--- src/rtl/core/hsdb_pkg.sv ---
// Package for the descending byte heap sort core.
// Holds the request and response payload types and the default store capacity.
// No dependencies.
package hsdb_pkg;

   localparam int CAPACITY_DEFAULT = 64;

   typedef struct packed {
      logic [7:0] byte_value;
      logic       last_flag;
   } req_type;

   typedef struct packed {
      logic [7:0] sorted_byte;
      logic       end_of_run;
      logic       truncated;
   } rsp_type;

endpackage

--- src/rtl/core/heap_sort_descending_bytes_core.sv ---
// Descending byte heap sort core: store, in-place min-heap sort and readout.
// Depends on hsdb_pkg for the payload types and the default capacity.
//
// Loading accepts one request per cycle while busy is low. The request that carries
// last_flag closes the set. Up to CAPACITY bytes are kept; later bytes are dropped
// and flagged as truncated on every response of the set. Busy then stays high
// while the set is sorted in place in a single-port-read, single-port-write
// memory. Each sift-down level reads the left child, reads the right child,
// then compares and writes back. The heap build over n stored bytes runs n/2
// sifts and the extraction n-1 sifts, each extraction first swapping the root
// with the tail. Results follow, one per cycle, in descending order, each on
// rsp_item for exactly one cycle while rsp_strobe is high; the receiver
// has no way to hold them off and must take one per cycle. Busy falls in the
// cycle that shows the final result, and a new request may be taken then.
module heap_sort_descending_bytes_core #(
   parameter int CAPACITY = hsdb_pkg::CAPACITY_DEFAULT
) (
   input  logic             clock,
   input  logic             reset,
   input  logic             start,
   output logic             busy,
   input  hsdb_pkg::req_type req_item,
   output logic             rsp_strobe,
   output hsdb_pkg::rsp_type rsp_item
);

   localparam int AW = (CAPACITY > 1) ? $clog2(CAPACITY) : 1;
   localparam int IW = AW + 1;

   typedef enum logic [3:0] {
      S_IDLE,
      S_RD_V,
      S_LD_V,
      S_CHK,
      S_LEFT,
      S_CMP,
      S_NEXT,
      S_SWAP_A,
      S_SWAP_B,
      S_SWAP_C,
      S_EMIT
   } state_type;

   // heap storage
   logic [7:0]    heap_mem [CAPACITY];
   logic [7:0]    rd_data_ff;
   logic          mem_we;
   logic [AW-1:0] mem_waddr;
   logic [7:0]    mem_wdata;
   logic [AW-1:0] mem_raddr;

   state_type     state_ff, state_in;
   logic [IW-1:0] count_ff, count_in;
   logic          ovf_ff, ovf_in;
   logic [IW-1:0] size_ff, size_in;
   logic [IW-1:0] k_ff, k_in;
   logic [AW-1:0] pos_ff, pos_in;
   logic [7:0]    val_ff, val_in;
   logic [7:0]    left_ff, left_in;
   logic          has_right_ff, has_right_in;
   logic          extract_ff, extract_in;
   logic          emit_ff, emit_in;
   logic          emit_last_ff, emit_last_in;
   logic          emit_trunc_ff, emit_trunc_in;

   logic          accept;
   logic [IW-1:0] fill_next;
   logic [IW-1:0] lc_idx;
   logic [IW-1:0] rc_idx;
   logic [7:0]    small_val;
   logic [IW-1:0] small_idx;
   logic          small_moved;

   assign accept = start && (state_ff == S_IDLE);
   assign lc_idx = {pos_ff, 1'b1};
   assign rc_idx = lc_idx + IW'(1);

   always_ff @(posedge clock) begin
      if (mem_we) begin
         heap_mem[mem_waddr] <= mem_wdata;
      end
      rd_data_ff <= heap_mem[mem_raddr];
   end

   // pick the smallest of the sifted value and its children; the sifted value wins ties, then the left child
   always_comb begin
      small_val   = val_ff;
      small_idx   = {1'b0, pos_ff};
      small_moved = 1'b0;
      if (left_ff < small_val) begin
         small_val   = left_ff;
         small_idx   = lc_idx;
         small_moved = 1'b1;
      end
      if (has_right_ff && (rd_data_ff < small_val)) begin
         small_val   = rd_data_ff;
         small_idx   = rc_idx;
         small_moved = 1'b1;
      end
   end

   always_comb begin
      state_in      = state_ff;
      count_in      = count_ff;
      ovf_in        = ovf_ff;
      size_in       = size_ff;
      k_in          = k_ff;
      pos_in        = pos_ff;
      val_in        = val_ff;
      left_in       = left_ff;
      has_right_in  = has_right_ff;
      extract_in    = extract_ff;
      emit_in       = 1'b0;
      emit_last_in  = 1'b0;
      emit_trunc_in = ovf_ff;
      mem_we        = 1'b0;
      mem_waddr     = pos_ff;
      mem_wdata     = val_ff;
      mem_raddr     = pos_ff;
      fill_next     = count_ff;

      case (state_ff)
         S_IDLE: begin
            if (accept) begin
               if (count_ff < IW'(CAPACITY)) begin
                  mem_we    = 1'b1;
                  mem_waddr = count_ff[AW-1:0];
                  mem_wdata = req_item.byte_value;
                  fill_next = count_ff + IW'(1);
               end else begin
                  ovf_in = 1'b1;
               end
               count_in = fill_next;
               if (req_item.last_flag) begin
                  size_in    = fill_next;
                  extract_in = 1'b0;
                  if (fill_next > IW'(1)) begin
                     k_in     = fill_next >> 1;
                     pos_in   = AW'((fill_next >> 1) - IW'(1));
                     state_in = S_RD_V;
                  end else begin
                     k_in     = '0;
                     state_in = S_EMIT;
                  end
               end
            end
         end
         S_RD_V: begin
            mem_raddr = pos_ff;
            state_in  = S_LD_V;
         end
         S_LD_V: begin
            val_in   = rd_data_ff;
            state_in = S_CHK;
         end
         S_CHK: begin
            if (lc_idx < size_ff) begin
               mem_raddr = lc_idx[AW-1:0];
               state_in  = S_LEFT;
            end else begin
               // leaf reached: drop the sifted value here
               mem_we    = 1'b1;
               mem_waddr = pos_ff;
               mem_wdata = val_ff;
               state_in  = S_NEXT;
            end
         end
         S_LEFT: begin
            left_in      = rd_data_ff;
            has_right_in = rc_idx < size_ff;
            mem_raddr    = rc_idx[AW-1:0];
            state_in     = S_CMP;
         end
         S_CMP: begin
            mem_we    = 1'b1;
            mem_waddr = pos_ff;
            if (small_moved) begin
               // promote the smaller child and descend
               mem_wdata = small_val;
               pos_in    = small_idx[AW-1:0];
               state_in  = S_CHK;
            end else begin
               mem_wdata = val_ff;
               state_in  = S_NEXT;
            end
         end
         S_NEXT: begin
            if (!extract_ff) begin
               if (k_ff > IW'(1)) begin
                  k_in     = k_ff - IW'(1);
                  pos_in   = AW'(k_ff - IW'(2));
                  state_in = S_RD_V;
               end else begin
                  k_in       = count_ff;
                  extract_in = 1'b1;
                  state_in   = S_SWAP_A;
               end
            end else if (k_ff > IW'(2)) begin
               k_in     = k_ff - IW'(1);
               state_in = S_SWAP_A;
            end else begin
               k_in     = '0;
               state_in = S_EMIT;
            end
         end
         S_SWAP_A: begin
            mem_raddr = '0;
            state_in  = S_SWAP_B;
         end
         S_SWAP_B: begin
            left_in   = rd_data_ff;
            mem_raddr = AW'(k_ff - IW'(1));
            state_in  = S_SWAP_C;
         end
         S_SWAP_C: begin
            // old root goes to the tail, tail value sifts down from the root
            mem_we    = 1'b1;
            mem_waddr = AW'(k_ff - IW'(1));
            mem_wdata = left_ff;
            val_in    = rd_data_ff;
            pos_in    = '0;
            size_in   = k_ff - IW'(1);
            state_in  = S_CHK;
         end
         S_EMIT: begin
            mem_raddr     = k_ff[AW-1:0];
            emit_in       = 1'b1;
            emit_last_in  = (k_ff == count_ff - IW'(1));
            emit_trunc_in = ovf_ff;
            k_in          = k_ff + IW'(1);
            if (k_ff == count_ff - IW'(1)) begin
               count_in = '0;
               ovf_in   = 1'b0;
               state_in = S_IDLE;
            end
         end
         default: begin
            state_in = S_IDLE;
         end
      endcase
   end

   always_ff @(posedge clock) begin
      if (reset) begin
         state_ff      <= S_IDLE;
         count_ff      <= '0;
         ovf_ff        <= 1'b0;
         size_ff       <= '0;
         k_ff          <= '0;
         extract_ff    <= 1'b0;
         has_right_ff  <= 1'b0;
         emit_ff       <= 1'b0;
         emit_last_ff  <= 1'b0;
         emit_trunc_ff <= 1'b0;
      end else begin
         state_ff      <= state_in;
         count_ff      <= count_in;
         ovf_ff        <= ovf_in;
         size_ff       <= size_in;
         k_ff          <= k_in;
         extract_ff    <= extract_in;
         has_right_ff  <= has_right_in;
         emit_ff       <= emit_in;
         emit_last_ff  <= emit_last_in;
         emit_trunc_ff <= emit_trunc_in;
      end
      pos_ff  <= pos_in;
      val_ff  <= val_in;
      left_ff <= left_in;
   end

   assign busy                 = (state_ff != S_IDLE);
   assign rsp_strobe           = emit_ff;
   assign rsp_item.sorted_byte = rd_data_ff;
   assign rsp_item.end_of_run  = emit_last_ff;
   assign rsp_item.truncated   = emit_trunc_ff;

   a_count_in_range: assert property (@(posedge clock) disable iff (reset)
      count_ff <= IW'(CAPACITY))
      else $error("fill count beyond capacity");

   a_strobe_from_emit: assert property (@(posedge clock) disable iff (reset)
      rsp_strobe |-> $past(state_ff == S_EMIT))
      else $error("response without readout");

   a_end_then_quiet: assert property (@(posedge clock) disable iff (reset)
      rsp_strobe && rsp_item.end_of_run |=> !rsp_strobe)
      else $error("response after end of run");

   a_sift_in_heap: assert property (@(posedge clock) disable iff (reset)
      (state_ff == S_CHK || state_ff == S_CMP) |-> ({1'b0, pos_ff} < size_ff))
      else $error("sift position outside heap");

   a_busy_no_strobe_idle: assert property (@(posedge clock) disable iff (reset)
      (state_ff == S_EMIT) |=> rsp_strobe)
      else $error("readout lost a response");

endmodule

--- config.mk ---
export PLATFORM = sky130hd
export DESIGN_NAME = heap_sort_descending_bytes_core
export DESIGN_NICKNAME = d
export VERILOG_FILES = /design/src/rtl/core/hsdb_pkg.sv /design/src/rtl/core/heap_sort_descending_bytes_core.sv
export SDC_FILE = /design/constraint.sdc
export NUM_CORES = 1
export LEC_CHECK = 0
export BUFFER_PORTS_ARGS = -buffer_cell sky130_fd_sc_hd__buf_2
export CAP_MARGIN = 20
export CORE_MARGIN = 2
export CORE_UTILIZATION = 28
export DETAILED_ROUTE_END_ITERATION = 12
export GPL_TIMING_DRIVEN = 0
export MAX_ROUTING_LAYER = met4
export PLACE_DENSITY = 0.49
export REMOVE_ABC_BUFFERS = 1
export SLEW_MARGIN = 20
export SYNTH_ARGS = -nofsm -noshare
export SYNTH_HDL_FRONTEND = slang
export SYNTH_SLANG_ARGS = --single-unit
--- constraint.sdc ---
create_clock -name clock -period 9.1 [get_ports clock]
set_input_delay 1.82 -clock clock [delete_from_list [all_inputs] [get_ports clock]]
set_output_delay 1.82 -clock clock [all_outputs]
set_load 0.005 [all_outputs]
==> metrics.log, run 1 <==
INFO  metric vdd.ir_drop.worst = approximately 0.00019 V
INFO  metric detailedPlacementHpwl = ~47000 um
INFO  metric yosysSeqAreaShare = 0.663
INFO  metric ant_nets = 0
INFO  metric ys_types = 77
INFO  metric gr-usage-all-layers = 0.154
INFO  metric async_flop_share = 0
INFO  metric initial_util = 0.282
INFO  metric number_of_maximum_capacitance_violations = 0
INFO  metric p_sw_frac = 0.399
INFO  metric maxSlewHeadroom = 0.239
INFO  metric detail_route.vias_per_cell = between 5 and 6
INFO  metric yosys_warnings = 0
INFO  metric cellLeakagePower = between 9 and 10 nW
INFO  metric clkSlewWorstSetupHoldPaths = ~60 ps
INFO  metric pwr-share-seq = 0.341
INFO  metric syn-instance-count = 1859
INFO  metric worst-endpoint-arrival = ~5900 ps
INFO  metric number_of_post_cts_setup_repair_buffers = 0
INFO  metric netlist_area = approximately 25000 sq um
INFO  metric dr_total_vias = about 16000
INFO  metric crit_path_end_kind = register
INFO  metric drive_above_1_share = 0.136
INFO  metric routed_wirelength = 70400 um
INFO  metric total_power = between 0.01 and 0.015 W
INFO  metric period_share = 0.595
INFO  metric final-max-slew-violation-count = 0
INFO  metric cts.sinks = between 500 and 600
INFO  metric tritoncts.num_buffers = 60
INFO  metric gp_routability_congestion = 0.869
INFO  metric postSynth.topFlopCell = sky130_fd_sc_hd__edfxtp_1
INFO  metric tightestPinTransition = about 1100 ps
INFO  metric max_clock_freq = around 180 MHz
INFO  metric setup_repair_after_global_routing_missed_its_margin = false
INFO  metric detail_route.drc_violations = 0
INFO  metric areaGrowthSynthToFinish = 15.9%
INFO  metric place_ws = ~3500 ps
INFO  metric p_per_area = between 300 and 400 nW/um^2
INFO  metric cts_resized = 0
INFO  metric period_needed = between 5000 and 6000 ps
INFO  metric core_area = between 80000 and 90000 sq um
INFO  metric synth-edff-count = ~530
INFO  metric drt_iter0_markers = approximately 1300
INFO  metric htreeDepth = 2
INFO  metric worst_setup_path_start_kind = register
INFO  metric io_pins = 24
INFO  metric required = 9550 ps
INFO  metric grt_pass1_vias = approximately 16000
INFO  metric die_area = around 93000 sq um
INFO  metric result_of_the_run = finished clean
INFO  metric placementRows = 110
INFO  metric final_net_count = about 1900
INFO  metric grt_start_max_net_pins = 65
INFO  metric cts_root_buf = sky130_fd_sc_hd__clkbuf_16
INFO  metric finalSetupViolations = 0
INFO  metric holdWs = 459 ps
INFO  metric buffer_depth_of_the_longest_clock_path = 3
INFO  metric global_route_wire_length_before_repair = approximately 110000 um
INFO  metric drt_first_pass_iters = 5
INFO  metric timing.setup.critical_path_class = reg2reg
INFO  metric grt-ovfl-total = 0
INFO  metric combPwrFrac = 0.445
INFO  metric postSynthRegisterBits = ~570
INFO  metric crit_fanout = 18
INFO  metric power_frac_clock = 0.214
INFO  metric port-buffer-count = 23
INFO  metric holdCritPathClass = reg2reg
INFO  metric worst_slack = about 3700 ps
INFO  metric post_synth.cell_area_avg = 13.6 sq um
INFO  metric total_switching_power = approximately 0.0045 W
INFO  metric internal_power = 0.00678 W
INFO  metric clock_tree_from_tritoncts = yes
INFO  metric horizontal_extent_of_the_die = 305 um
INFO  metric insertion_delay = between 600 and 700 ps
INFO  metric holdBufCountCts = 0
INFO  metric worst_clock_skew = approximately 57 ps
INFO  metric detail_route.wl_per_cell = roughly 23 um
INFO  metric antenna_found_initial = 0
INFO  metric dieHeight = about 300 um
INFO  metric timing_hold_violations_final = 0
INFO  metric antennaDiodeCount = 0
-- metrics by stage --
stage | cell area, sq um | cells | TNS, ps | utilization
final | 29400 | 3093 | 0 | 0.327
after global routing | 29400 | 3093 | 0 | 0.327
after CTS | 29400 | 3093 | 0 | 0.327
after detailed placement | 27400 | 2981 | 0 | 0.305
after global placement | 26300 | 2933 | -754270 | 0.293
after floorplan | 24800 | 1734 | -5310 | -
-- cells in the final DEF, fill, tap and decap left out, types with 12 or more instances in the layout --
| cell type | instances |
|---|---|
| sky130_fd_sc_hd__xor2_1 | 15 |
| sky130_fd_sc_hd__ha_1 | 37 |
| sky130_fd_sc_hd__nand3_1 | 94 |
| sky130_fd_sc_hd__a21oi_1 | 84 |
| sky130_fd_sc_hd__buf_6 | 12 |
| sky130_fd_sc_hd__and2_1 | 22 |
| sky130_fd_sc_hd__xnor2_1 | 25 |
| sky130_fd_sc_hd__nor3_1 | 21 |
| sky130_fd_sc_hd__edfxtp_1 | 534 |
| sky130_fd_sc_hd__nor2b_1 | 12 |
| sky130_fd_sc_hd__buf_8 | 12 |
| sky130_fd_sc_hd__mux2i_1 | 61 |
| sky130_fd_sc_hd__inv_1 | 33 |
| sky130_fd_sc_hd__buf_2 | 23 |
| sky130_fd_sc_hd__nand2_1 | 233 |
| sky130_fd_sc_hd__a31oi_1 | 23 |
| sky130_fd_sc_hd__clkbuf_16 | 60 |
| sky130_fd_sc_hd__and3_1 | 36 |
| sky130_fd_sc_hd__o21ai_0 | 21 |
| sky130_fd_sc_hd__mux4_2 | 52 |
| sky130_fd_sc_hd__dfxtp_1 | 39 |
| sky130_fd_sc_hd__nor2_1 | 126 |
| sky130_fd_sc_hd__a221oi_1 | 19 |
| sky130_fd_sc_hd__clkinv_1 | 14 |
| sky130_fd_sc_hd__buf_16 | 13 |
| sky130_fd_sc_hd__o211ai_1 | 14 |
| sky130_fd_sc_hd__a211oi_1 | 23 |
-- worst max-delay path, cell delays in order, from the launching register on --
cell	delay [ps]
sky130_fd_sc_hd__edfxtp_1	430
sky130_fd_sc_hd__ha_1	330
sky130_fd_sc_hd__a21o_1	160
sky130_fd_sc_hd__a21o_1	170
sky130_fd_sc_hd__a21oi_1	230
sky130_fd_sc_hd__o21a_1	410
sky130_fd_sc_hd__and2_1	200
sky130_fd_sc_hd__a21oi_1	50
sky130_fd_sc_hd__ha_1	320
sky130_fd_sc_hd__a21oi_1	130
sky130_fd_sc_hd__nor2b_1	60
sky130_fd_sc_hd__o21ai_0	150
sky130_fd_sc_hd__nand3b_1	110
sky130_fd_sc_hd__a2111oi_0	590
sky130_fd_sc_hd__a21boi_2	300
sky130_fd_sc_hd__buf_8	240
sky130_fd_sc_hd__and2_1	180
sky130_fd_sc_hd__o31ai_4	720
sky130_fd_sc_hd__buf_8	250
sky130_fd_sc_hd__buf_6	200
-- logic make-up after synthesis --
group | after synthesis | share of synthesized area
buffers and inverters | 158 | 0.0282
XOR/XNOR | 40 | 0.0138
flip-flops | 573 | 0.663
multiplexers | 124 | 0.0752
adder cells (fa/ha/maj) | 37 | 0.0183
AND/OR/NAND/NOR | 613 | 0.113
AO/OA/AOI/OAI | 314 | 0.0881
-- power by group through the flow --
stage                     clock [W]  combinational [W]  sequential (W)
final                       0.00241            0.00502         0.00385
after global routing        0.00256            0.00539         0.00387
after CTS                   0.00247            0.00504         0.00385
after detailed placement          0            0.00502         0.00390
after global placement            0            0.00462         0.00404
after floorplan                   0            0.00289         0.00387
-- state kept, by name, summed over array words and instances (netlist names), 4 cells and up --
register / cells
heap_mem: 512
left_ff: 8
rd_data_ff: 8
val_ff: 8
count_ff: 7
k_ff: 7
size_ff: 7
pos_ff: 6
state_ff: 4
-- cells in the mapped netlist, types with 22 or more instances --
master,number,area (sq um)
sky130_fd_sc_hd__a211oi_1,24,180
sky130_fd_sc_hd__ha_1,37,463
sky130_fd_sc_hd__buf_2,25,125
sky130_fd_sc_hd__and3_1,36,225
sky130_fd_sc_hd__mux2i_1,61,611
sky130_fd_sc_hd__nor2_1,130,488
sky130_fd_sc_hd__nor3_1,23,115
sky130_fd_sc_hd__inv_1,33,124
sky130_fd_sc_hd__edfxtp_1,534,16000
sky130_fd_sc_hd__mux4_2,52,1170
sky130_fd_sc_hd__clkbuf_1,76,285
sky130_fd_sc_hd__dfxtp_1,39,781
sky130_fd_sc_hd__a21oi_1,85,425
sky130_fd_sc_hd__xnor2_1,25,219
sky130_fd_sc_hd__a31oi_1,23,144
sky130_fd_sc_hd__nand3_1,94,470
sky130_fd_sc_hd__nand2_1,234,878
sky130_fd_sc_hd__and2_1,22,138
-- path summary, 6_finish.rpt --
check | from | endpoint | slack, ps | cells past startpoint
setup reg to reg | left_ff[5]$_DFFE_PP_ | heap_mem[36][7]$_DFFE_PP_ | 3690 | 19
hold / removal | has_right_ff$_SDFFE_PP0P_ | has_right_ff$_SDFFE_PP0P_ | 460 | 2
hold reg to reg | has_right_ff$_SDFFE_PP0P_ | has_right_ff$_SDFFE_PP0P_ | 460 | 2
setup / recovery | left_ff[5]$_DFFE_PP_ | heap_mem[36][7]$_DFFE_PP_ | 3690 | 19
-- layer usage --
layer  global-route usage  wire length (um)  up-vias
li1                     -                 -     7153
met1                0.208             31700     8020
met2                0.241             33200      455
met3               0.0211              3660      100
met4               0.0473              1850        0
met5                    -                 0        -
-- area by class of cell --
cell class	instances	area, sq um
clock buffers	72	1560
clock inverters	40	387
fillers	8709	60500
inverters	33	124
multi-input cells	1128	8050
flip-flops and latches	573	16800
well taps	1176	1470
repair buffers	71	971
Power figures use the tool's default switching activity.
==> inputs of run 2 (changes only) <==
--- a/config.mk
+++ b/config.mk
@@ -5,6 +5,7 @@
 export SDC_FILE = /design/constraint.sdc
 export NUM_CORES = 1
 export LEC_CHECK = 0
+export ABC_AREA = 1
 export BUFFER_PORTS_ARGS = -buffer_cell sky130_fd_sc_hd__buf_2
 export CAP_MARGIN = 20
 export CORE_MARGIN = 2
==> constraint.sdc (replaced) <==
create_clock -name clock -period 5.1 [get_ports clock]
set_input_delay 1.02 -clock clock [delete_from_list [all_inputs] [get_ports clock]]
set_output_delay 1.02 -clock clock [all_outputs]
set_load 0.005 [all_outputs]
==> run 2 against run 1 <==
Net effect: synthesized area grew 6.4%; clock skew shrank 35 ps; design area grew 6.0%; clock-buffer cell count grew 11; core utilization is essentially flat; register-to-register slack lost 3500 ps; sequential share of layout area shrank 3.2 points; synthesized cell count grew 51%; non-clock buffer count grew 10; critical path depth shrank 9; flip-flop and latch count is the same; die area grew 6.3%; largest cell class unchanged.
==> metrics.log, run 2 <==
INFO  metric grt_pass1_vias = 17900 (was 15600)
INFO  metric area_used_by_multi_input_combinational_logic = 8090 sq um (was 8050 sq um)
INFO  metric timing.critical_path.slowest_cell_delay = 1050 ps (was 720 ps)
INFO  metric async_flop_share = 0 (unchanged)
INFO  metric detail_route.wl_per_cell = 17.9 um (was 22.8 um)
INFO  metric setup_repair_after_global_routing_missed_its_margin = true (was false)
INFO  metric period_needed = 4950 ps (was 5410 ps)
INFO  metric insertion_delay = 600 ps (was 650 ps)
INFO  metric most_repeated_cell_in_the_gate_level_netlist_after_synthesis = sky130_fd_sc_hd__nand2_1 (was sky130_fd_sc_hd__edfxtp_1)
INFO  metric crit_path_end = heap_mem[50][1]$_DFFE_PP_ (was heap_mem[36][7]$_DFFE_PP_)
INFO  metric worst_r2r_startpoint = state_ff[0]$_SDFFE_PP0P_ (was left_ff[5]$_DFFE_PP_)
INFO  metric drt_iter0_markers = 1434 (was 1270)
INFO  metric port-buffer-count = 23 (unchanged)
INFO  metric fillers = 9841 (was 8709)
INFO  metric cts_root_buf = sky130_fd_sc_hd__clkbuf_16 (unchanged)
INFO  metric tightestPinTransition = 1140 ps (was 1110 ps)
INFO  metric holdCritPathClass = reg2reg (unchanged)
INFO  metric ys_types = 45 (was 77)
INFO  metric areaGrowthSynthToFinish = 15.4% (was 15.9%)
INFO  metric topRoutingLayerUsed = met4 (unchanged)
INFO  metric synth-edff-count = 534 (unchanged)
INFO  metric sequential_cell_area = 16800 sq um (unchanged)
INFO  metric netlist_area = 27000 sq um (was 25400 sq um)
INFO  metric drt_first_pass_iters = 8 (was 5)
INFO  metric registers.top_by_ff_count = heap_mem (unchanged)
INFO  metric antennaDiodeCount = 0 (unchanged)
INFO  metric post_synth.cell_area_avg = 9.63 sq um (was 13.6 sq um)
INFO  metric critical_path.reg2reg.endpoint = heap_mem[50][1]$_DFFE_PP_ (was heap_mem[36][7]$_DFFE_PP_)
INFO  metric dr_total_vias = 18800 (was 15700)
INFO  metric drive_above_1_share = 0.0805 (was 0.136)
INFO  metric number_of_maximum_capacitance_violations = 0 (unchanged)
INFO  metric detailedPlacementHpwl = 48700 um (was 46800 um)
INFO  metric final-max-slew-violation-count = 0 (unchanged)
INFO  metric placementRows = 113 (was 110)
INFO  metric gp_routability_congestion = 0.872 (was 0.869)
INFO  metric antenna_found_initial = 0 (unchanged)
INFO  metric wire_length_on_met2 = 35000 um (was 33200 um)
INFO  metric postSynthRegisterBits = 573 (unchanged)
INFO  metric detail_route.vias_per_cell = 4.54 (was 5.09)
INFO  metric finalSetupViolations = 0 (unchanged)
INFO  metric worst_setup_path_start_kind = register (unchanged)
INFO  metric timing.setup.critical_path_class = reg2reg (unchanged)
INFO  metric timing_hold_violations_final = 0 (unchanged)
INFO  metric layout_commonest_cell = sky130_fd_sc_hd__nand2_1 (was sky130_fd_sc_hd__edfxtp_1)
INFO  metric dieHeight = 314 um (was 305 um)
INFO  metric holdWs = 421 ps (was 459 ps)
INFO  metric grt_start_max_net_pins = 74 (was 65)
INFO  metric timing.critical_path.from = state_ff[0]$_SDFFE_PP0P_ (was left_ff[5]$_DFFE_PP_)
INFO  metric synthDominantCellAreaShare = 0.594 (was 0.632)
INFO  metric worst-endpoint-arrival = 5170 ps (was 5870 ps)
INFO  metric yosys_warnings = 0 (unchanged)
INFO  metric required = 5320 ps (was 9550 ps)
INFO  metric postSynth.topFlopCell = sky130_fd_sc_hd__edfxtp_1 (unchanged)
INFO  metric tritoncts.num_buffers = 66 (was 60)
INFO  metric post_synth_main_area_contributors = sky130_fd_sc_hd__edfxtp_1 (59%), sky130_fd_sc_hd__nand2_1 (11%), sky130_fd_sc_hd__inv_1 (5.4%) (was sky130_fd_sc_hd__edfxtp_1 (63%), sky130_fd_sc_hd__mux4_2 (4.6%), sky130_fd_sc_hd__nand2_1 (3.5%))
INFO  metric cp_cell_sequence = inv_2 -> nor2_1 -> inv_1 -> nor2_2 -> nor2_1 -> o31ai_1 -> a21oi_2 -> inv_2 -> nand4_1 -> nor2_1 (was ha_1 -> a21o_1 -> a21o_1 -> a21oi_1 -> o21a_1 -> and2_1 -> a21oi_1 -> ha_1 -> a21oi_1 -> nor2b_1 -> o21ai_0 -> nand3b_1 -> a2111oi_0 -> a21boi_2 -> buf_8 -> and2_1 -> o31ai_4 -> buf_8 -> buf_6)
INFO  metric period_share = 0.971 (was 0.595)
INFO  metric syn-instance-count = 2803 (was 1859)
INFO  metric worst_clock_skew = 22.0 ps (was 56.7 ps)
INFO  metric cpMaxStageDelayCell = sky130_fd_sc_hd__nor2_1 (was sky130_fd_sc_hd__o31ai_4)
INFO  metric crit_path_end_kind = register (unchanged)
INFO  metric flip_flop_count_of_the_largest_register_all_copies_and_words_added = 512 (unchanged)
INFO  metric horizontal_extent_of_the_die = 314 um (was 305 um)
INFO  metric global_route_wire_length_before_repair = 112000 um (was 105000 um)
INFO  metric cts.sinks = 573 (unchanged)
INFO  metric io_pins = 24 (unchanged)
INFO  metric routedLengthMet1 = 33700 um (was 31700 um)
INFO  metric core_area = 95300 sq um (was 89900 sq um)
INFO  metric gr-usage-all-layers = 0.153 (was 0.154)
INFO  metric maxSlewHeadroom = 0.237 (was 0.239)
INFO  metric htreeDepth = 3 (was 2)
INFO  metric die_area = 98900 sq um (was 93000 sq um)
INFO  metric crit_path_frequent_cell = sky130_fd_sc_hd__nor2_1 (was sky130_fd_sc_hd__a21oi_1)
INFO  metric buffer_depth_of_the_longest_clock_path = 3 (unchanged)
INFO  metric layout.cells.most_common_list = sky130_fd_sc_hd__nand2_1 (800), sky130_fd_sc_hd__edfxtp_1 (534), sky130_fd_sc_hd__inv_1 (386) (was sky130_fd_sc_hd__edfxtp_1 (534), sky130_fd_sc_hd__nand2_1 (233), sky130_fd_sc_hd__nor2_1 (126))
INFO  metric worstRegToRegCells = 10 (was 19)
INFO  metric crit_fanout = 17 (was 18)
INFO  metric ant_nets = 0 (unchanged)
INFO  metric final_net_count = 2868 (was 1916)
INFO  metric detail_route.drc_violations = 0 (unchanged)
INFO  metric initial_util = 0.283 (was 0.282)
INFO  metric ys_top_cells_by_count = sky130_fd_sc_hd__nand2_1 (802), sky130_fd_sc_hd__edfxtp_1 (534), sky130_fd_sc_hd__inv_1 (387), sky130_fd_sc_hd__nand3_1 (243), sky130_fd_sc_hd__o21ai_0 (154) (was sky130_fd_sc_hd__edfxtp_1 (534), sky130_fd_sc_hd__nand2_1 (234), sky130_fd_sc_hd__nor2_1 (130), sky130_fd_sc_hd__nand3_1 (94), sky130_fd_sc_hd__a21oi_1 (85))
INFO  metric rrSetupSlack = 150 ps (was 3690 ps)
INFO  metric clkSlewWorstSetupHoldPaths = 60 ps (about the same)
INFO  metric yosysSeqAreaShare = 0.623 (was 0.663)
INFO  metric detailroute.wirelength.met3 = 3770 um (was 3660 um)
INFO  metric routed_wirelength = 73900 um (was 70400 um)
INFO  metric result_of_the_run = finished clean (unchanged)
INFO  metric tns = 0 ps (unchanged)
INFO  metric max_clock_freq = 202 MHz (was 185 MHz)
INFO  metric grt-ovfl-total = 0 (unchanged)
INFO  metric clock_tree_from_tritoncts = yes (unchanged)
INFO  metric post-synth-top-area-cell = sky130_fd_sc_hd__edfxtp_1 (unchanged)
-- run 2: cell count changes after synthesis, sizes merged, moves of 23 or more --
cell	delta
and3	-36
nand4	+47
buf	+32
mux4	-52
o21ai	+244
a211oi	-24
nand3	+151
clkbuf	-23
inv	+370
mux2i	-61
nand2	+571
-- run 2: worst min-delay path by stage --
stage	from	to	slack, ps	cells after the start
after floorplan	emit_trunc_in$_SDFFE_PP0P_	emit_trunc_ff$_SDFF_PP0_	400	2
after global placement	emit_trunc_in$_SDFFE_PP0P_	emit_trunc_ff$_SDFF_PP0_	420	2
after detailed placement	emit_trunc_in$_SDFFE_PP0P_	emit_trunc_ff$_SDFF_PP0_	420	2
after CTS	emit_trunc_in$_SDFFE_PP0P_	emit_trunc_ff$_SDFF_PP0_	430	2
after global routing	emit_trunc_in$_SDFFE_PP0P_	emit_trunc_ff$_SDFF_PP0_	440	2
final	emit_trunc_in$_SDFFE_PP0P_	emit_trunc_ff$_SDFF_PP0_	420	2
-- run 2: kinds of logic after synthesis --
group | count (synthesis) | synth area share
AO/OA/AOI/OAI | 380 | 0.0765
XOR/XNOR | 21 | 0.00682
flip-flops | 573 | 0.623
buffers and inverters | 537 | 0.0810
AND/OR/NAND/NOR | 1255 | 0.195
adder cells (fa/ha/maj) | 37 | 0.0172
-- run 2: area by class of cell --
type / instances / share of cell area
tap: 1265 / 0.0508
inverter: 403 / 0.0490
clock inverter: 36 / 0.00812
timing repair buffer: 81 / 0.0334
multi-input combinational: 1694 / 0.260
clock buffer: 83 / 0.0588
sequential: 573 / 0.540
-- run 2: metal layers --
layer / global-route usage / vias up
met4: 0.0412 / 0
met1: 0.202 / 8856
met2: 0.246 / 444
met3: 0.0221 / 88
met5: - / -
li1: - / 9392
-- run 2: critical path, delay by kind of cell, from the launching register on --
| family | cells | cell delay [ps] |
|---|---|---|
| buf+inv | 3 | 280 |
| compound gates | 2 | 740 |
| simple gates | 5 | 3110 |
| flops | 1 | 430 |
-- run 2: through the flow --
step	setup slack (ps)	util	cell area, sq um	instances
floorplan	-2850	-	26300	2669
CTS	47.9	0.326	31100	4131
detailed placement	-306	0.304	29000	4012
global route	-5.08	0.327	31100	4135
finish	146	0.327	31100	4135
global placement	-8400	0.294	28000	3957
-- run 2: what timing repair did --
item / CTS / global route
setup endpoints to repair: 311 / 133
hold buffers: 0 / 0
gates cloned: 0 / 1
setup buffers: 0 / 3
pin swaps: 0 / 2
resized for setup: 3 / 5
Power of run 2 is not shown: default switching activity piles up to over one toggle a cycle in this logic, so the estimate is an artifact.
